$ cat config.mk
export PLATFORM = sky130hd
export DESIGN_NAME = spi_master_fifo_timing
export DESIGN_NICKNAME = d
export VERILOG_FILES = /design/src/rtl/smft_pkg.sv /design/src/rtl/smft_front.sv /design/src/rtl/smft_queue.sv /design/src/rtl/smft_back.sv /design/src/rtl/spi_master_fifo_timing.sv
export VERILOG_INCLUDE_DIRS = /design/src /design/src/rtl
export SDC_FILE = /design/constraint.sdc
export NUM_CORES = 1
export LEC_CHECK = 0
export BUFFER_PORTS_ARGS = -buffer_cell sky130_fd_sc_hd__buf_2
export CORE_ASPECT_RATIO = 1.25
export CORE_MARGIN = 3
export CORE_UTILIZATION = 55
export DETAILED_ROUTE_END_ITERATION = 8
export PLACE_DENSITY_LB_ADDON = 0.3
export SLEW_MARGIN = 20
export SYNTH_ARGS = -nofsm -noshare
export SYNTH_HDL_FRONTEND = slang
export SYNTH_SLANG_ARGS = --single-unit
$ cat constraint.sdc
create_clock -name clk_i -period 7.5 [get_ports clk_i]
set_clock_uncertainty 0.15 [all_clocks]
set_input_delay 1.5 -clock clk_i [delete_from_list [all_inputs] [get_ports clk_i]]
set_output_delay 1.5 -clock clk_i [all_outputs]
set_load 0.1 [all_outputs]
$ cat src/rtl/spi_master_fifo_timing_defines.svh
// Assertion macros shared by the SPI master RTL.
// Depends on clk_i and rst_ni being present in the module that uses them.
`ifndef SPI_MASTER_FIFO_TIMING_DEFINES_SVH
`define SPI_MASTER_FIFO_TIMING_DEFINES_SVH

// Checked on every rising edge outside reset.
`define SMFT_ASSERT(lbl, prop, msg) \
  lbl: assert property (@(posedge clk_i) disable iff (!rst_ni) prop) else $error(msg);

// Checked on every rising edge, reset included.
`define SMFT_ASSERT_ALWAYS(lbl, prop, msg) \
  lbl: assert property (@(posedge clk_i) prop) else $error(msg);

`endif

$ cat src/rtl/smft_pkg.sv
// Shared types, codes and byte-time table for the SPI master.
// No dependencies.
package smft_pkg;

  localparam int unsigned CmdW        = 2;
  localparam int unsigned CfgIdxW     = 2;
  localparam int unsigned CfgDataW    = 4;
  localparam int unsigned TimerW      = 10;
  localparam int unsigned InDataW     = 16;
  localparam int unsigned OutDataW    = 24;
  localparam int unsigned QueueDepth  = 2;

  localparam logic [CmdW-1:0] CMD_TICK  = 2'd0;
  localparam logic [CmdW-1:0] CMD_WRITE = 2'd1;
  localparam logic [CmdW-1:0] CMD_READ  = 2'd2;

  localparam logic [CfgIdxW-1:0] REG_ENABLE  = 2'd0;
  localparam logic [CfgIdxW-1:0] REG_CLK_SEL = 2'd1;
  localparam logic [CfgIdxW-1:0] REG_IRQ_MSK = 2'd2;

  localparam int unsigned ST_RX_FULL  = 0;
  localparam int unsigned ST_RX_READY = 1;
  localparam int unsigned ST_TX_EMPTY = 2;
  localparam int unsigned ST_TX_READY = 3;

  typedef enum logic [1:0] {
    OP_TICK,
    OP_WRITE,
    OP_READ,
    OP_NOP
  } op_e;

  typedef struct packed {
    op_e        kind;
    logic [7:0] tx_byte;
    logic [7:0] reply;
  } op_t;

  function automatic logic [TimerW-1:0] byte_ticks(input logic [2:0] sel);
    logic [TimerW-1:0] t;
    case (sel)
      3'd0:    t = 10'd16;
      3'd1:    t = 10'd32;
      3'd2:    t = 10'd64;
      3'd3:    t = 10'd128;
      3'd4:    t = 10'd256;
      default: t = 10'd512;
    endcase
    return t;
  endfunction

endpackage

$ cat src/rtl/smft_front.sv
// Input stage: takes stream items, classifies the command, hands ops to the queue.
// Depends on smft_pkg.
module smft_front (
  input  logic                      clk_i,
  input  logic                      rst_ni,
  input  logic                      s_valid_i,
  output logic                      s_ready_o,
  input  logic [smft_pkg::InDataW-1:0] s_data_i,
  input  logic [smft_pkg::CmdW-1:0] s_user_i,
  output logic                      push_o,
  input  logic                      push_ready_i,
  output smft_pkg::op_t             op_o
);

  logic          v_q, v_d;
  smft_pkg::op_t op_q, op_d;
  logic          accept;

  assign s_ready_o = !v_q || push_ready_i;
  assign accept    = s_valid_i && s_ready_o;
  assign push_o    = v_q;
  assign op_o      = op_q;

  always_comb begin
    op_d         = op_q;
    op_d.tx_byte = s_data_i[7:0];
    op_d.reply   = s_data_i[15:8];
    case (s_user_i)
      smft_pkg::CMD_TICK:  op_d.kind = smft_pkg::OP_TICK;
      smft_pkg::CMD_WRITE: op_d.kind = smft_pkg::OP_WRITE;
      smft_pkg::CMD_READ:  op_d.kind = smft_pkg::OP_READ;
      default:             op_d.kind = smft_pkg::OP_NOP;
    endcase
  end

  always_comb begin
    v_d = v_q;
    if (accept) begin
      v_d = 1'b1;
    end else if (push_ready_i) begin
      v_d = 1'b0;
    end
  end

  always_ff @(posedge clk_i or negedge rst_ni) begin
    if (!rst_ni) begin
      v_q <= 1'b0;
    end else begin
      v_q <= v_d;
    end
  end

  always_ff @(posedge clk_i) begin
    if (accept) begin
      op_q <= op_d;
    end
  end

endmodule

$ cat src/rtl/smft_queue.sv
// Short op queue between the front and back parts.
// Depends on smft_pkg.
module smft_queue (
  input  logic          clk_i,
  input  logic          rst_ni,
  input  logic          push_i,
  output logic          push_ready_o,
  input  smft_pkg::op_t push_op_i,
  output logic          pop_valid_o,
  input  logic          pop_i,
  output smft_pkg::op_t pop_op_o
);

  localparam int unsigned QPW = (smft_pkg::QueueDepth > 1) ?
                                $clog2(smft_pkg::QueueDepth) : 1;
  localparam int unsigned QCW = $clog2(smft_pkg::QueueDepth + 1);

  smft_pkg::op_t  mem_q [smft_pkg::QueueDepth];
  logic [QPW-1:0] wr_ptr_q, wr_ptr_d, rd_ptr_q, rd_ptr_d;
  logic [QCW-1:0] cnt_q, cnt_d;
  logic           do_push, do_pop;

  assign push_ready_o = cnt_q != QCW'(smft_pkg::QueueDepth);
  assign pop_valid_o  = cnt_q != '0;
  assign pop_op_o     = mem_q[rd_ptr_q];
  assign do_push      = push_i && push_ready_o;
  assign do_pop       = pop_i && pop_valid_o;

  always_comb begin
    wr_ptr_d = wr_ptr_q;
    rd_ptr_d = rd_ptr_q;
    cnt_d    = cnt_q;
    if (do_push) begin
      wr_ptr_d = (wr_ptr_q == QPW'(smft_pkg::QueueDepth - 1)) ? '0 : wr_ptr_q + 1'b1;
    end
    if (do_pop) begin
      rd_ptr_d = (rd_ptr_q == QPW'(smft_pkg::QueueDepth - 1)) ? '0 : rd_ptr_q + 1'b1;
    end
    if (do_push && !do_pop) begin
      cnt_d = cnt_q + 1'b1;
    end else if (do_pop && !do_push) begin
      cnt_d = cnt_q - 1'b1;
    end
  end

  always_ff @(posedge clk_i or negedge rst_ni) begin
    if (!rst_ni) begin
      wr_ptr_q <= '0;
      rd_ptr_q <= '0;
      cnt_q    <= '0;
    end else begin
      wr_ptr_q <= wr_ptr_d;
      rd_ptr_q <= rd_ptr_d;
      cnt_q    <= cnt_d;
    end
  end

  always_ff @(posedge clk_i) begin
    if (do_push) begin
      mem_q[wr_ptr_q] <= push_op_i;
    end
  end

endmodule

$ cat src/rtl/smft_back.sv
// Execution part: FIFOs, shifter, byte timer, status, config and result register.
// Depends on smft_pkg and spi_master_fifo_timing_defines.svh.
`include "spi_master_fifo_timing_defines.svh"

module smft_back #(
  parameter int unsigned FIFO_DEPTH = 2
) (
  input  logic                            clk_i,
  input  logic                            rst_ni,
  input  logic                            cfg_we_i,
  input  logic [smft_pkg::CfgIdxW-1:0]    cfg_idx_i,
  input  logic [smft_pkg::CfgDataW-1:0]   cfg_data_i,
  input  logic                            op_valid_i,
  output logic                            op_pop_o,
  input  smft_pkg::op_t                   op_i,
  output logic                            m_valid_o,
  input  logic                            m_ready_i,
  output logic [smft_pkg::OutDataW-1:0]   m_data_o
);

  localparam int unsigned LW = $clog2(FIFO_DEPTH + 1);
  localparam int unsigned IW = (FIFO_DEPTH > 1) ? $clog2(FIFO_DEPTH) : 1;
  localparam logic [LW-1:0] DepthL = LW'(FIFO_DEPTH);

  logic [7:0] tx_store_q [FIFO_DEPTH];
  logic [7:0] tx_store_d [FIFO_DEPTH];
  logic [7:0] rx_store_q [FIFO_DEPTH];
  logic [7:0] rx_store_d [FIFO_DEPTH];
  logic [LW-1:0] tx_level_q, tx_level_d, rx_level_q, rx_level_d;
  logic [smft_pkg::TimerW-1:0] byte_timer_q, byte_timer_d, timer_after;
  logic [7:0] shift_byte_q, shift_byte_d;
  logic [3:0] status_q, status_d;
  logic       irq_q, irq_d, stale_q, stale_d;
  logic       en_q;
  logic [2:0] clk_sel_q;
  logic [3:0] irq_mask_q;
  logic       fire;
  logic       out_valid_q, out_valid_d;
  logic [smft_pkg::OutDataW-1:0] out_data_q;
  logic [7:0] rd_byte, sent_byte;
  logic       err, done;

  assign fire      = op_valid_i && (!out_valid_q || m_ready_i);
  assign op_pop_o  = fire;
  assign m_valid_o = out_valid_q;
  assign m_data_o  = out_data_q;

  always_comb begin
    tx_store_d   = tx_store_q;
    rx_store_d   = rx_store_q;
    tx_level_d   = tx_level_q;
    rx_level_d   = rx_level_q;
    byte_timer_d = byte_timer_q;
    shift_byte_d = shift_byte_q;
    status_d     = status_q;
    irq_d        = irq_q;
    stale_d      = stale_q;
    timer_after  = byte_timer_q;
    rd_byte      = '0;
    sent_byte    = '0;
    err          = 1'b0;
    done         = 1'b0;
    if (fire) begin
      case (op_i.kind)
        smft_pkg::OP_WRITE: begin
          if (tx_level_q < DepthL) begin
            tx_store_d[tx_level_q[IW-1:0]] = op_i.tx_byte;
            tx_level_d = tx_level_q + 1'b1;
            stale_d    = 1'b1;
          end else begin
            err = 1'b1;
          end
        end
        smft_pkg::OP_READ: begin
          rd_byte = rx_store_q[0];
          if (rx_level_q != '0) begin
            for (int i = 0; i < int'(FIFO_DEPTH) - 1; i++) begin
              rx_store_d[i] = rx_store_q[i+1];
            end
            rx_level_d = rx_level_q - 1'b1;
            stale_d    = 1'b1;
          end else begin
            err = 1'b1;
          end
        end
        smft_pkg::OP_TICK: begin
          if (en_q) begin
            if (byte_timer_q != '0) begin
              timer_after = byte_timer_q - 1'b1;
              if (timer_after == '0) begin
                done      = 1'b1;
                sent_byte = shift_byte_q;
                if (rx_level_q < DepthL) begin
                  rx_store_d[rx_level_q[IW-1:0]] = op_i.reply;
                  rx_level_d = rx_level_q + 1'b1;
                end else begin
                  err = 1'b1;
                end
              end
              stale_d = 1'b1;
            end
            byte_timer_d = timer_after;
            if (tx_level_q != '0 && timer_after == '0) begin
              shift_byte_d = tx_store_q[0];
              for (int i = 0; i < int'(FIFO_DEPTH) - 1; i++) begin
                tx_store_d[i] = tx_store_q[i+1];
              end
              tx_level_d   = tx_level_q - 1'b1;
              byte_timer_d = smft_pkg::byte_ticks(clk_sel_q);
              stale_d      = 1'b1;
            end
            if (stale_d) begin
              status_d[smft_pkg::ST_RX_FULL]  = rx_level_d == DepthL;
              status_d[smft_pkg::ST_RX_READY] = rx_level_d != '0;
              status_d[smft_pkg::ST_TX_EMPTY] = tx_level_d == '0;
              status_d[smft_pkg::ST_TX_READY] = tx_level_d != DepthL;
              irq_d   = |(status_d & ~irq_mask_q);
              stale_d = 1'b0;
            end
          end
        end
        default: begin
        end
      endcase
    end
  end

  always_comb begin
    out_valid_d = out_valid_q;
    if (fire) begin
      out_valid_d = 1'b1;
    end else if (m_ready_i) begin
      out_valid_d = 1'b0;
    end
  end

  always_ff @(posedge clk_i or negedge rst_ni) begin
    if (!rst_ni) begin
      rx_store_q   <= '{default: '0};
      tx_level_q   <= '0;
      rx_level_q   <= '0;
      byte_timer_q <= '0;
      shift_byte_q <= '0;
      status_q     <= '0;
      irq_q        <= 1'b0;
      stale_q      <= 1'b1;
      en_q         <= 1'b0;
      clk_sel_q    <= '0;
      irq_mask_q   <= '0;
      out_valid_q  <= 1'b0;
    end else begin
      rx_store_q   <= rx_store_d;
      tx_level_q   <= tx_level_d;
      rx_level_q   <= rx_level_d;
      byte_timer_q <= byte_timer_d;
      shift_byte_q <= shift_byte_d;
      status_q     <= status_d;
      irq_q        <= irq_d;
      stale_q      <= stale_d;
      out_valid_q  <= out_valid_d;
      if (cfg_we_i) begin
        case (cfg_idx_i)
          smft_pkg::REG_ENABLE:  en_q       <= cfg_data_i[0];
          smft_pkg::REG_CLK_SEL: clk_sel_q  <= cfg_data_i[2:0];
          smft_pkg::REG_IRQ_MSK: irq_mask_q <= cfg_data_i;
          default: begin
          end
        endcase
      end
    end
  end

  always_ff @(posedge clk_i) begin
    tx_store_q <= tx_store_d;
    if (fire) begin
      out_data_q <= {1'b0, sent_byte, done, err, irq_d & en_q, status_d, rd_byte};
    end
  end

  `SMFT_ASSERT(a_level_bound, (tx_level_q <= DepthL) && (rx_level_q <= DepthL), "level out of range")
  `SMFT_ASSERT(a_done_timer, (fire && done) |-> (byte_timer_q == 10'd1), "done without timer expiry")
  `SMFT_ASSERT(a_idle_hold, !fire |=> ($stable(tx_level_q) && $stable(rx_level_q)), "level moved idle")
  `SMFT_ASSERT(a_timer_bound, byte_timer_q <= 10'd512, "byte timer out of range")
  `SMFT_ASSERT_ALWAYS(a_reset_clear, !rst_ni |=> !out_valid_q, "result valid during reset")

endmodule

$ cat src/rtl/spi_master_fifo_timing.sv
// Top level of the SPI master with transmit and receive FIFOs.
// Depends on smft_pkg, smft_front, smft_queue, smft_back.
//
// channel  | direction | handshake         | payload
// s_axis   | in        | tvalid/tready     | tdata: tx_byte, partner_reply; tuser: cmd
// m_axis   | out       | tvalid/tready     | tdata: read_byte, status_bits, irq, xrun_error,
//          |           |                   |        byte_done, sent_byte
// cfg      | in        | cfg_we_i          | cfg_idx_i, cfg_data_i
//
// One item per cycle sustained while the output accepts; each result passes the input register,
// the op queue, then the result register. The back part executes one op per cycle unless stalled.
// Asynchronous active-low reset; no clearing pass, the block takes items right after reset.
// A stalled output holds the result register; the two-entry queue and input register
// absorb the stall before s_axis_tready drops.
module spi_master_fifo_timing #(
  parameter int unsigned FIFO_DEPTH = 2
) (
  input  logic                          clk_i,
  input  logic                          rst_ni,
  input  logic                          cfg_we_i,
  input  logic [smft_pkg::CfgIdxW-1:0]  cfg_idx_i,
  input  logic [smft_pkg::CfgDataW-1:0] cfg_data_i,
  input  logic                          s_axis_tvalid,
  output logic                          s_axis_tready,
  // [7:0] tx_byte, [15:8] partner_reply
  input  logic [smft_pkg::InDataW-1:0]  s_axis_tdata,
  // [1:0] cmd
  input  logic [smft_pkg::CmdW-1:0]     s_axis_tuser,
  output logic                          m_axis_tvalid,
  input  logic                          m_axis_tready,
  // [7:0] read_byte, [11:8] status_bits, [12] irq, [13] xrun_error,
  // [14] byte_done, [22:15] sent_byte, [23] zero
  output logic [smft_pkg::OutDataW-1:0] m_axis_tdata
);

  logic          push, push_ready, pop_valid, pop;
  smft_pkg::op_t push_op, pop_op;

  smft_front u_front (
    .clk_i        (clk_i),
    .rst_ni       (rst_ni),
    .s_valid_i    (s_axis_tvalid),
    .s_ready_o    (s_axis_tready),
    .s_data_i     (s_axis_tdata),
    .s_user_i     (s_axis_tuser),
    .push_o       (push),
    .push_ready_i (push_ready),
    .op_o         (push_op)
  );

  smft_queue u_queue (
    .clk_i        (clk_i),
    .rst_ni       (rst_ni),
    .push_i       (push),
    .push_ready_o (push_ready),
    .push_op_i    (push_op),
    .pop_valid_o  (pop_valid),
    .pop_i        (pop),
    .pop_op_o     (pop_op)
  );

  smft_back #(
    .FIFO_DEPTH (FIFO_DEPTH)
  ) u_back (
    .clk_i      (clk_i),
    .rst_ni     (rst_ni),
    .cfg_we_i   (cfg_we_i),
    .cfg_idx_i  (cfg_idx_i),
    .cfg_data_i (cfg_data_i),
    .op_valid_i (pop_valid),
    .op_pop_o   (pop),
    .op_i       (pop_op),
    .m_valid_o  (m_axis_tvalid),
    .m_ready_i  (m_axis_tready),
    .m_data_o   (m_axis_tdata)
  );

endmodule
# Yosys cells after proc, flatten, opt, wreduce, memory -nomap -nowiden
# Memory sizes are Yosys's and may differ from the RTL's.
# Index checks and enable logic that the tools add are counted.
[op_classes]
eq_ne = 20
magnitude_cmp = 6
n_reduce_logical = 48
bitwise_logic = 5
n_mux = 74
add_sub_neg = 9
[ops]
columns = ["cell", "count"]
rows = [
  ["16-bit 2-to-1 mux", 5],
  ["10-bit 2-to-1 mux", 5],
  ["10-bit case mux with 5 select lines", 1],
  ["8-bit 2-to-1 mux", 5],
  ["16-bit bitwise mux", 2],
  ["2-bit 2-to-1 mux", 16],
  ["8-bit case mux with 2 select lines", 2],
  ["1-bit 2-to-1 mux", 27],
  ["10-bit logical NOT", 2],
  ["2-bit nonzero test", 9],
  ["8-bit demux with 1-bit select", 2],
  ["4-bit 2-to-1 mux", 4],
  ["4-bit AND reduction", 4],
  ["2-bit by 1-bit != test with 1-bit output, second input constant", 7],
  ["5-bit AND reduction", 2],
  ["10-bit nonzero test", 1],
  ["10-bit by 1-bit subtractor with 10-bit output, second input constant", 1],
  ["1-bit logical AND", 9],
  ["3-bit AND reduction", 3],
  ["2-bit == test, second input constant", 4],
  ["2-bit logical NOT", 4],
  ["2-bit case mux with 2 select lines", 2],
  ["7-bit AND reduction", 1],
  ["2-bit by 1-bit adder with 2-bit output, second input constant", 3],
  ["23 further kinds", 41],
]
[totals]
memories = 1
mem_bits_rw = 36
reg_bits = 115
elab_cells = 189
output_inout_bits = 26
[mem_list]
columns = ["name", "depth", "word_bits", "read_ports", "rd_clocked_by_memory_dff", "write_ports", "line_no", "source"]
rows = [
  ["u_queue.mem_q", 2, 18, 1, 0, 1, "smft_queue.sv:18", "smft_pkg::op_t mem_q [smft_pkg::QueueDepth];"],
]

# Depth between registers and ports, before layout
# Gate-level depths: netlist of the first run.
[logic_depth]
word_depth = 19
depth_mapped = 11

# By module
# Synthesis of the first run repeated with hierarchy kept, for this count alone.
[unflattened]
cells_unflattened = 436
area_unflattened_um2 = 6452.4
[by_module_without_submodules]
columns = ["module", "cells_each", "seq_area_each_um2", "n_inst", "area_each_um2"]
rows = [
  ["smft_back", 338, 2498.6, 1, 4307.9],
  ["smft_queue", 74, 1181.1, 1, 1542.7],
  ["smft_front", 24, 565.5, 1, 601.8],
]

# Worst setup path after synthesis of the first run
# Ideal clock, no wire load.
[synth_timing]
path_type = "input to register"
from = "input port m_axis_tready"
to = "register u_back.rx_store_q[10] (netlist bit)"
path_stages = 6
required_time_ns = 7.225
path_buffers = 0
setup_slack_ns = 2.737
arrival_ns = 4.488
path_cell_list = "inv_1 -> a21oi_1 -> inv_1 -> a2111oi_0 -> o21ai_2 -> mux2_2"
[synth_via]
elab_chain_cells = 3
[synth_rtl]
columns = ["element", "line_no", "source"]
rows = [
  ["start: declaration", "spi_master_fifo_timing.sv:30", "input logic m_axis_tready,"],
  ["1-bit logical OR", "smft_back.sv:43", "assign fire = op_valid_i && (!out_valid_q || m_ready_i);"],
  ["1-bit logical AND", "smft_back.sv:43", ""],
  ["net pop", "spi_master_fifo_timing.sv:36", "logic push, push_ready, pop_valid, pop;"],
  ["7-bit AND reduction (no source line)", "--", ""],
  ["end signal: assignment", "smft_back.sv:152", "rx_store_q <= rx_store_d;"],
  ["end: declaration", "smft_back.sv:27", "logic [7:0] rx_store_q [FIFO_DEPTH];"],
]
# The timed path passes the listed nets, and every way through them passes these cells.
# A chain may end at the register's enable or synchronous reset.

# Worst setup path after layout of the first run
[layout_timing]
from = "register u_back.byte_timer_q[2] (netlist bit)"
to = "register u_back.tx_store_q[15] (netlist bit) (enable)"
[layout_via]
elab_chain_cells = 9
[layout_rtl]
columns = ["element", "line_no", "source"]
rows = [
  ["start: declaration", "smft_back.sv:30", "logic [smft_pkg::TimerW-1:0] byte_timer_q, byte_timer_d, timer_after;"],
  ["start signal: assignment", "smft_back.sv:155", "byte_timer_q <= byte_timer_d;"],
  ["10-bit by 1-bit subtractor with 10-bit output / 10-bit nonzero test (equally long branches)", "smft_back.sv:89, smft_back.sv:88", ""],
  ["10-bit 2-to-1 mux (*)", "smft_back.sv:88", "if (byte_timer_q != '0) begin"],
  ["10-bit 2-to-1 mux (*)", "smft_back.sv:87", "if (en_q) begin"],
  ["10-bit 2-to-1 mux (*)", "smft_back.sv:64", "case (op_i.kind)"],
  ["10-bit 2-to-1 mux (*)", "smft_back.sv:63", "if (fire) begin"],
  ["10-bit logical NOT (*)", "smft_back.sv:103", "if (tx_level_q != '0 && timer_after == '0) begin"],
  ["1-bit logical AND (*)", "smft_back.sv:103", ""],
  ["2-bit by 1-bit != test with 1-bit output (no source line) (*)", "--", ""],
  ["5-bit AND reduction (no source line) (*)", "--", ""],
  ["end signal: assignment", "smft_back.sv:174", "tx_store_q <= tx_store_d;"],
  ["end: declaration", "smft_back.sv:25", "logic [7:0] tx_store_q [FIFO_DEPTH];"],
]
# Every way passes the cells marked *; elsewhere a longest branch is shown, timed or not. The select of a mux whose other input is x is not followed.

==> results.yml, run 1 <==
worst_setup_path:
  criticalPathCategory: "reg2reg"
  cp-end-kind: "flop"
  cp_data_required_time_ns: 7.39
  cp_top_family: "compound AO/OA/AOI/OAI gates"
  path_cells: "or4_1 -> o41a_1 -> nor4b_1 -> o21a_2 -> a21oi_1 -> or2_1 -> a311oi_2"
  worst-path-stages: 7
  crit_slowest_cell: "or4_1"
  r2r_end: "u_back.tx_store_q[15]$_DFFE_PP_"
  crit_path_end: "u_back.tx_store_q[15]$_DFFE_PP_"
  critPathMaxStageDelay_ns: 0.68
  cp-start-kind: "flop"
  crit_fanout: 14
  r2r-start: "u_back.byte_timer_q[2]$_DFFE_PN0P_"
  arrival_ns: 3.61
  crit_start: "u_back.byte_timer_q[2]$_DFFE_PN0P_"
  critPathBufInv: 0
  r2r_slack_ns: 3.78
  r2r_cells: 7
power_and_ir_drop:
  power_mw: 3.28
  cellLeakagePower_nw: 3.01
  powerDensity_nw_per_um2: 443
  peakVddDrop_v: 0.000191
placement:
  placed_cell_area_sq_um: 6790
  port_buffers: 53
  gp_congestion: 0.836
  hpwl_um: 7560
finish:
  area_growth_pct: 15.5
  fin_area_sq_um: 7390
  drive_gt1_frac: 0.287
  nets: 551
  diodes: 0
global_route:
  antenna_found_initial: 0
  grt_pass1_wl_um: 18900
  grt_overflow: 0
  grt_usage: 0.190
  grt_pass1_vias: 3862
  grt_max_degree: 59
logic_synthesis:
  synthTopCellsByCount: "93 x edfxtp_1, 57 x dfrtp_1, 49 x mux2_2, 28 x nand2_1, 26 x o21ai_0"
  syn_area_sq_um: 6400
  ys_ff_latch: 151
  synth_enable_flop_cells: 93
  synth.most_common_cell: "edfxtp_1"
  async_reset_ff_frac: 0.384
  synthFlopType: "edfxtp_1"
  synth_top_area_frac: 0.436
  ys_top_cells_by_area: "edfxtp_1 44%, dfrtp_1 22%, mux2_2 8.6%"
  avgSynthCellArea_sq_um: 13.9
  seq_area_frac_synth: 0.663
  synthCells: 461
  yosys.area.top_type: "edfxtp_1"
  ys_warn_count: 0
  synth_nets: 496
  yosys.cell_types.count: 61
clocking:
  clockBufferDepth: 2
  ctsResizeCount: 0
  clock-sinks: 151
  h-tree-depth: 4
  cts_tree: "yes"
  post_cts_buffers: 0
  hold_buffers: 0
  clk_pin_slew_ns: 0.06
  clkLatencyLatePin_ns: 0.41
  root_buffer: "clkbuf_16"
  cts-buffers-inserted: 17
sta:
  hold_viol: 0
  finalMaxSlewViolations: 0
  max_slew_margin: 0.303
  period_needed_ns: 3.72
  rsz0062_at_grt: "false"
  worst_slew_pin_slew_ns: 1.05
  setup_viol: 0
  fin_crit_sh: 0.496
  fmax_mhz: 269
  fin_tns_setup_ns: 0
die:
  die_h_um: 127
  die_w_um: 102
  dieArea_sq_um: 13000
  core_area_sq_um: 11200
  num_io_pins: 55
  fp-row-count: 43
  start_util: 0.569
routing:
  wl_per_cell_um: 17.2
  drc: 0
  viasPerCell: 5.75
  totalWireLength_um: 11400
  num_vias: 3815
  first_pass_iters: 4
  drtIter0Drc: 204
  ant_nets: 0
flow_run:
  drv_cap: 0
worst_hold_path:
  hold_depth: 0
  hold_path_class: "reg2reg"
outcome:
  outcome: "completed"
==> worst reg2reg max path: stages (launching register included) <==
cell and delay [ns]:
dfrtp_1 0.45, or4_1 0.69, o41a_1 0.42, nor4b_1 0.34, o21a_2 0.34, a21oi_1 0.11, or2_1 0.25, a311oi_2 0.62
==> kinds of logic (layout without fill, tap and decap cells) <==
| family | Yosys count | count (layout) | synth area share |
|---|---|---|---|
| and+or+nand+nor | 118 | 118 | 0.105 |
| muxes | 54 | 54 | 0.0942 |
| xor gates and xnor gates | 9 | 9 | 0.0123 |
| DFF | 151 | 151 | 0.663 |
| AOI/OAI and AO/OA | 83 | 83 | 0.0890 |
| adders and majority gates | 6 | 6 | 0.0117 |
| other | 1 | 1 | 0.000586 |
| buffers and inverters | 39 | 107 | 0.0242 |
==> layout by cell type (no fill, tap or decap), types with 4 or more instances in the layout <==
cell type	Yosys	final
a21oi_1	12	11
a22o_1	10	10
a31oi_1	4	4
and2_1	10	10
and3_1	10	10
buf_2	0	53
buf_4	2	5
clkbuf_16	0	17
clkinv_2	0	4
dfrtp_1	57	57
edfxtp_1	93	93
ha_1	6	6
inv_1	17	17
mux2_2	49	49
mux2i_1	4	4
nand2_1	28	28
nand3b_1	4	4
nor2_1	24	24
nor3_1	10	10
o21ai_0	26	26
o31ai_1	6	5
xnor2_1	5	5
xor2_1	4	4
==> worst min path at each step <==
stage	to	slack, ns	from
after floorplan	u_queue.mem_q[0][0]$_DFFE_PP_	0.27	u_front.op_o[0]$_DFFE_PP_
after global placement	u_queue.mem_q[1][5]$_DFFE_PP_	0.27	u_front.op_o[5]$_DFFE_PP_
after detailed placement	u_queue.mem_q[0][11]$_DFFE_PP_	0.28	u_front.op_o[11]$_DFFE_PP_
after CTS	u_queue.mem_q[1][11]$_DFFE_PP_	0.29	u_front.op_o[11]$_DFFE_PP_
after global routing	u_queue.mem_q[1][2]$_DFFE_PP_	0.30	u_front.op_o[2]$_DFFE_PP_
final	u_queue.mem_q[1][11]$_DFFE_PP_	0.29	u_front.op_o[11]$_DFFE_PP_
==> registers in the layout, summed over array words and instances (netlist names) <==
signal,flops
u_back.m_data_o,23
u_back.irq_mask_q,4
u_queue.rd_ptr_q,1
u_front.op_o,18
u_back.rx_store_q,16
u_back.stale_q,1
u_back.shift_byte_q,8
u_front.push_o,1
u_back.rx_level_q,2
u_back.tx_level_q,2
u_queue.cnt_q,2
u_back.irq_q,1
u_back.tx_store_q,16
u_back.clk_sel_q,3
u_back.byte_timer_q,10
u_back.status_q,4
u_queue.wr_ptr_q,1
u_back.m_valid_o,1
u_back.en_q,1
u_queue.mem_q,36
==> area by class of cell <==
cell class | instances | area, sq um
clock buffers | 20 | 447
clock inverters | 12 | 150
fillers | 805 | 3850
inverters | 17 | 63.8
multi-input cells | 271 | 2020
flip-flops and latches | 151 | 4250
well taps | 135 | 169
repair buffers | 58 | 303
==> metrics by stage <==
| step | cells | hold slack [ns] | util | setup slack, ns |
|---|---|---|---|---|
| floorplan | 461 | 0.271 | - | 2.74 |
| global placement | 632 | 0.273 | 0.604 | 3.54 |
| detailed placement | 632 | 0.280 | 0.604 | 3.41 |
| CTS | 664 | 0.294 | 0.657 | 3.37 |
| global route | 664 | 0.302 | 0.658 | 3.58 |
| finish | 664 | 0.293 | 0.658 | 3.78 |
==> per-layer routing <==
layer / GRT usage / up-vias / wire length (um)
met5: 0 / - / 0
met4: 0.0710 / 0 / 222
met3: 0.0479 / 17 / 395
met2: 0.322 / 84 / 6050
met1: 0.231 / 1881 / 4720
li1: - / 1833 / -
==> where the power goes <==
part           leakage (nW)  switching, mW  internal, mW
registers              1.62          0.180          1.18
logic                  1.10          0.754         0.314
clock network         0.287          0.320         0.531
Power figures use the tool's default switching activity.
==> run 2, diff against run 1 <==
- clock period: 7.5 -> 3.5 ns (I/O delays scaled with it)
==> run 2 against run 1 <==
Compared with the run above: combinational power rose by 130%; wire length increased by 1.3%; non-clock buffer count rose by 14; worst hold slack lost 0.20 ns; cell count rose by 2.1%; global-route usage increased by 0.25 points; core utilization grew 0.89 points; die area unchanged.
==> results.yml, run 2 (same netlist as run 1, synthesis figures left out) <==
global_route:
  grt_max_degree: 39
  grt_pass1_vias: 3960
  antenna_found_initial: 0
  grt_overflow: 0
  grt_usage: 0.192
  grt_pass1_wl_um: 19200
sta:
  max_slew_margin: 0.436
  fmax_mhz: 308
  hold_viol: 0
  rsz0062_at_grt: "false"
  fin_tns_setup_ns: 0
  setup_ws_ns: 0.253
  setup_viol: 0
  fin_crit_sh: 0.928
  period_needed_ns: 3.25
  finalMaxSlewViolations: 0
  worst_slew_pin_slew_ns: 0.847
worst_setup_path:
  cp-start-kind: "flop"
  cp-end-kind: "flop"
  crit_fanout: 11
  arrival_ns: 3.22
  r2r-start: "u_back.byte_timer_q[2]$_DFFE_PN0P_"
  criticalPathCategory: "reg2reg"
  cp_data_required_time_ns: 3.47
  r2r_end: "u_back.tx_store_q[13]$_DFFE_PP_"
  r2r_slack_ns: 0.25
  r2r_cells: 8
finish:
  diodes: 0
  layout_common_cells: "93 x edfxtp_1, 57 x dfrtp_1, 53 x buf_2"
  final_common_cell: "edfxtp_1"
  largest_reg_flops: 36
  nets: 565
  drive_gt1_frac: 0.309
  regMostFlops: "u_queue.mem_q"
  area_growth_pct: 17.1
  finalNonFillerCells: 678
power_and_ir_drop:
  cellLeakagePower_nw: 3.08
  p_int_mw: 4.35
  powerDensity_nw_per_um2: 944
  clockPowerShare: 0.251
  power_frac_comb: 0.345
  pwr-share-seq: 0.404
  swShare: 0.385
  power_switching_mw: 2.73
  peakVddDrop_v: 0.000389
die:
  die_h_um: 127
  num_io_pins: 55
  start_util: 0.569
  dieArea_sq_um: 13000
  fp-row-count: 43
  core_area_sq_um: 11200
  die_w_um: 102
clocking:
  root_buffer: "clkbuf_16"
  hold_buffers: 0
  cts_tree: "yes"
  clk_pin_slew_ns: 0.06
  clkLatencyLatePin_ns: 0.41
  h-tree-depth: 4
  clockBufferDepth: 2
  clock-sinks: 151
  cts-buffers-inserted: 17
placement:
  gp_congestion: 0.899
  dpl.cell_count: 643
  hpwl_um: 7950
  place_ws_ns: 0.144
  port_buffers: 53
routing:
  first_pass_iters: 4
  viasPerCell: 5.71
  wl_per_cell_um: 17.0
  totalWireLength_um: 11500
  drtIter0Drc: 193
  drc: 0
  ant_nets: 0
  num_vias: 3872
outcome:
  outcome: "completed"
worst_hold_path:
  hold_path_class: "in2async"
flow_run:
  drv_cap: 0
## run 2: power groups by stage
stage	clock [mW]	sequential, mW	combinational (mW)
after detailed placement	0	2.88	2.41
after CTS	1.80	2.86	2.43
after global routing	1.88	2.93	2.64
after floorplan	0	3.46	1.28
after global placement	0	2.85	2.34
final	1.78	2.86	2.44
## run 2: how the worst max path moves through the flow
| stage | startpoint | end | slack [ns] | depth (start not counted) |
|---|---|---|---|---|
| after global placement | u_back.byte_timer_q[2]$_DFFE_PN0P_ | u_back.tx_store_q[13]$_DFFE_PP_ | 0.26 | 8 |
| after CTS | u_back.byte_timer_q[2]$_DFFE_PN0P_ | u_back.tx_store_q[14]$_DFFE_PP_ | 0.13 | 8 |
| after floorplan | u_back.byte_timer_q[2]$_DFFE_PN0P_ | u_back.tx_store_q[10]$_DFFE_PP_ | 0.17 | 9 |
| after detailed placement | u_back.byte_timer_q[2]$_DFFE_PN0P_ | u_back.tx_store_q[14]$_DFFE_PP_ | 0.14 | 8 |
| final | u_back.byte_timer_q[2]$_DFFE_PN0P_ | u_back.tx_store_q[13]$_DFFE_PP_ | 0.25 | 8 |
| after global routing | u_back.byte_timer_q[0]$_DFFE_PN0P_ | u_back.tx_store_q[13]$_DFFE_PP_ | 0.06 | 10 |
## run 2: worst max-delay path, cell delays in order, from the launching register on
cell and delay (ns):
dfrtp_1 0.45, or4_4 0.61, o41a_1 0.39, nor4b_1 0.30, o21a_2 0.31, a21oi_1 0.10
or2_1 0.24, a311oi_2 0.20, buf_4 0.21
## run 2: area by class of cell
cell class	instances	area (sq um)
well taps	135	169
inverters	17	63.8
flip-flops and latches	151	4250
multi-input cells	271	2030
repair buffers	72	408
clock inverters	12	125
clock buffers	20	457
fillers	812	3750
## run 2: layer usage
metal,up-vias,track usage,part of all wire
li1,1864,-,-
met1,1874,0.234,0.40
met2,107,0.325,0.52
met3,27,0.0451,0.045
met4,0,0.0811,0.026
met5,-,0,0
## run 2: stage by stage
stage / total power, mW / hold slack [ns] / area, sq um / util
finish: 7.07 / 0.0978 / 7490 / 0.666
global route: 7.45 / 0.115 / 7490 / 0.666
floorplan: 4.73 / 0.254 / 6420 / -
CTS: 7.09 / 0.0998 / 7470 / 0.664
detailed placement: 5.29 / 0.281 / 6890 / 0.612
global placement: 5.19 / 0.272 / 6890 / 0.612
## run 2: timing repair
action | in CTS | in global routing
gates resized for setup | 0 | 1
setup endpoints to repair | 0 | 10
buffers inserted | 0 | 3
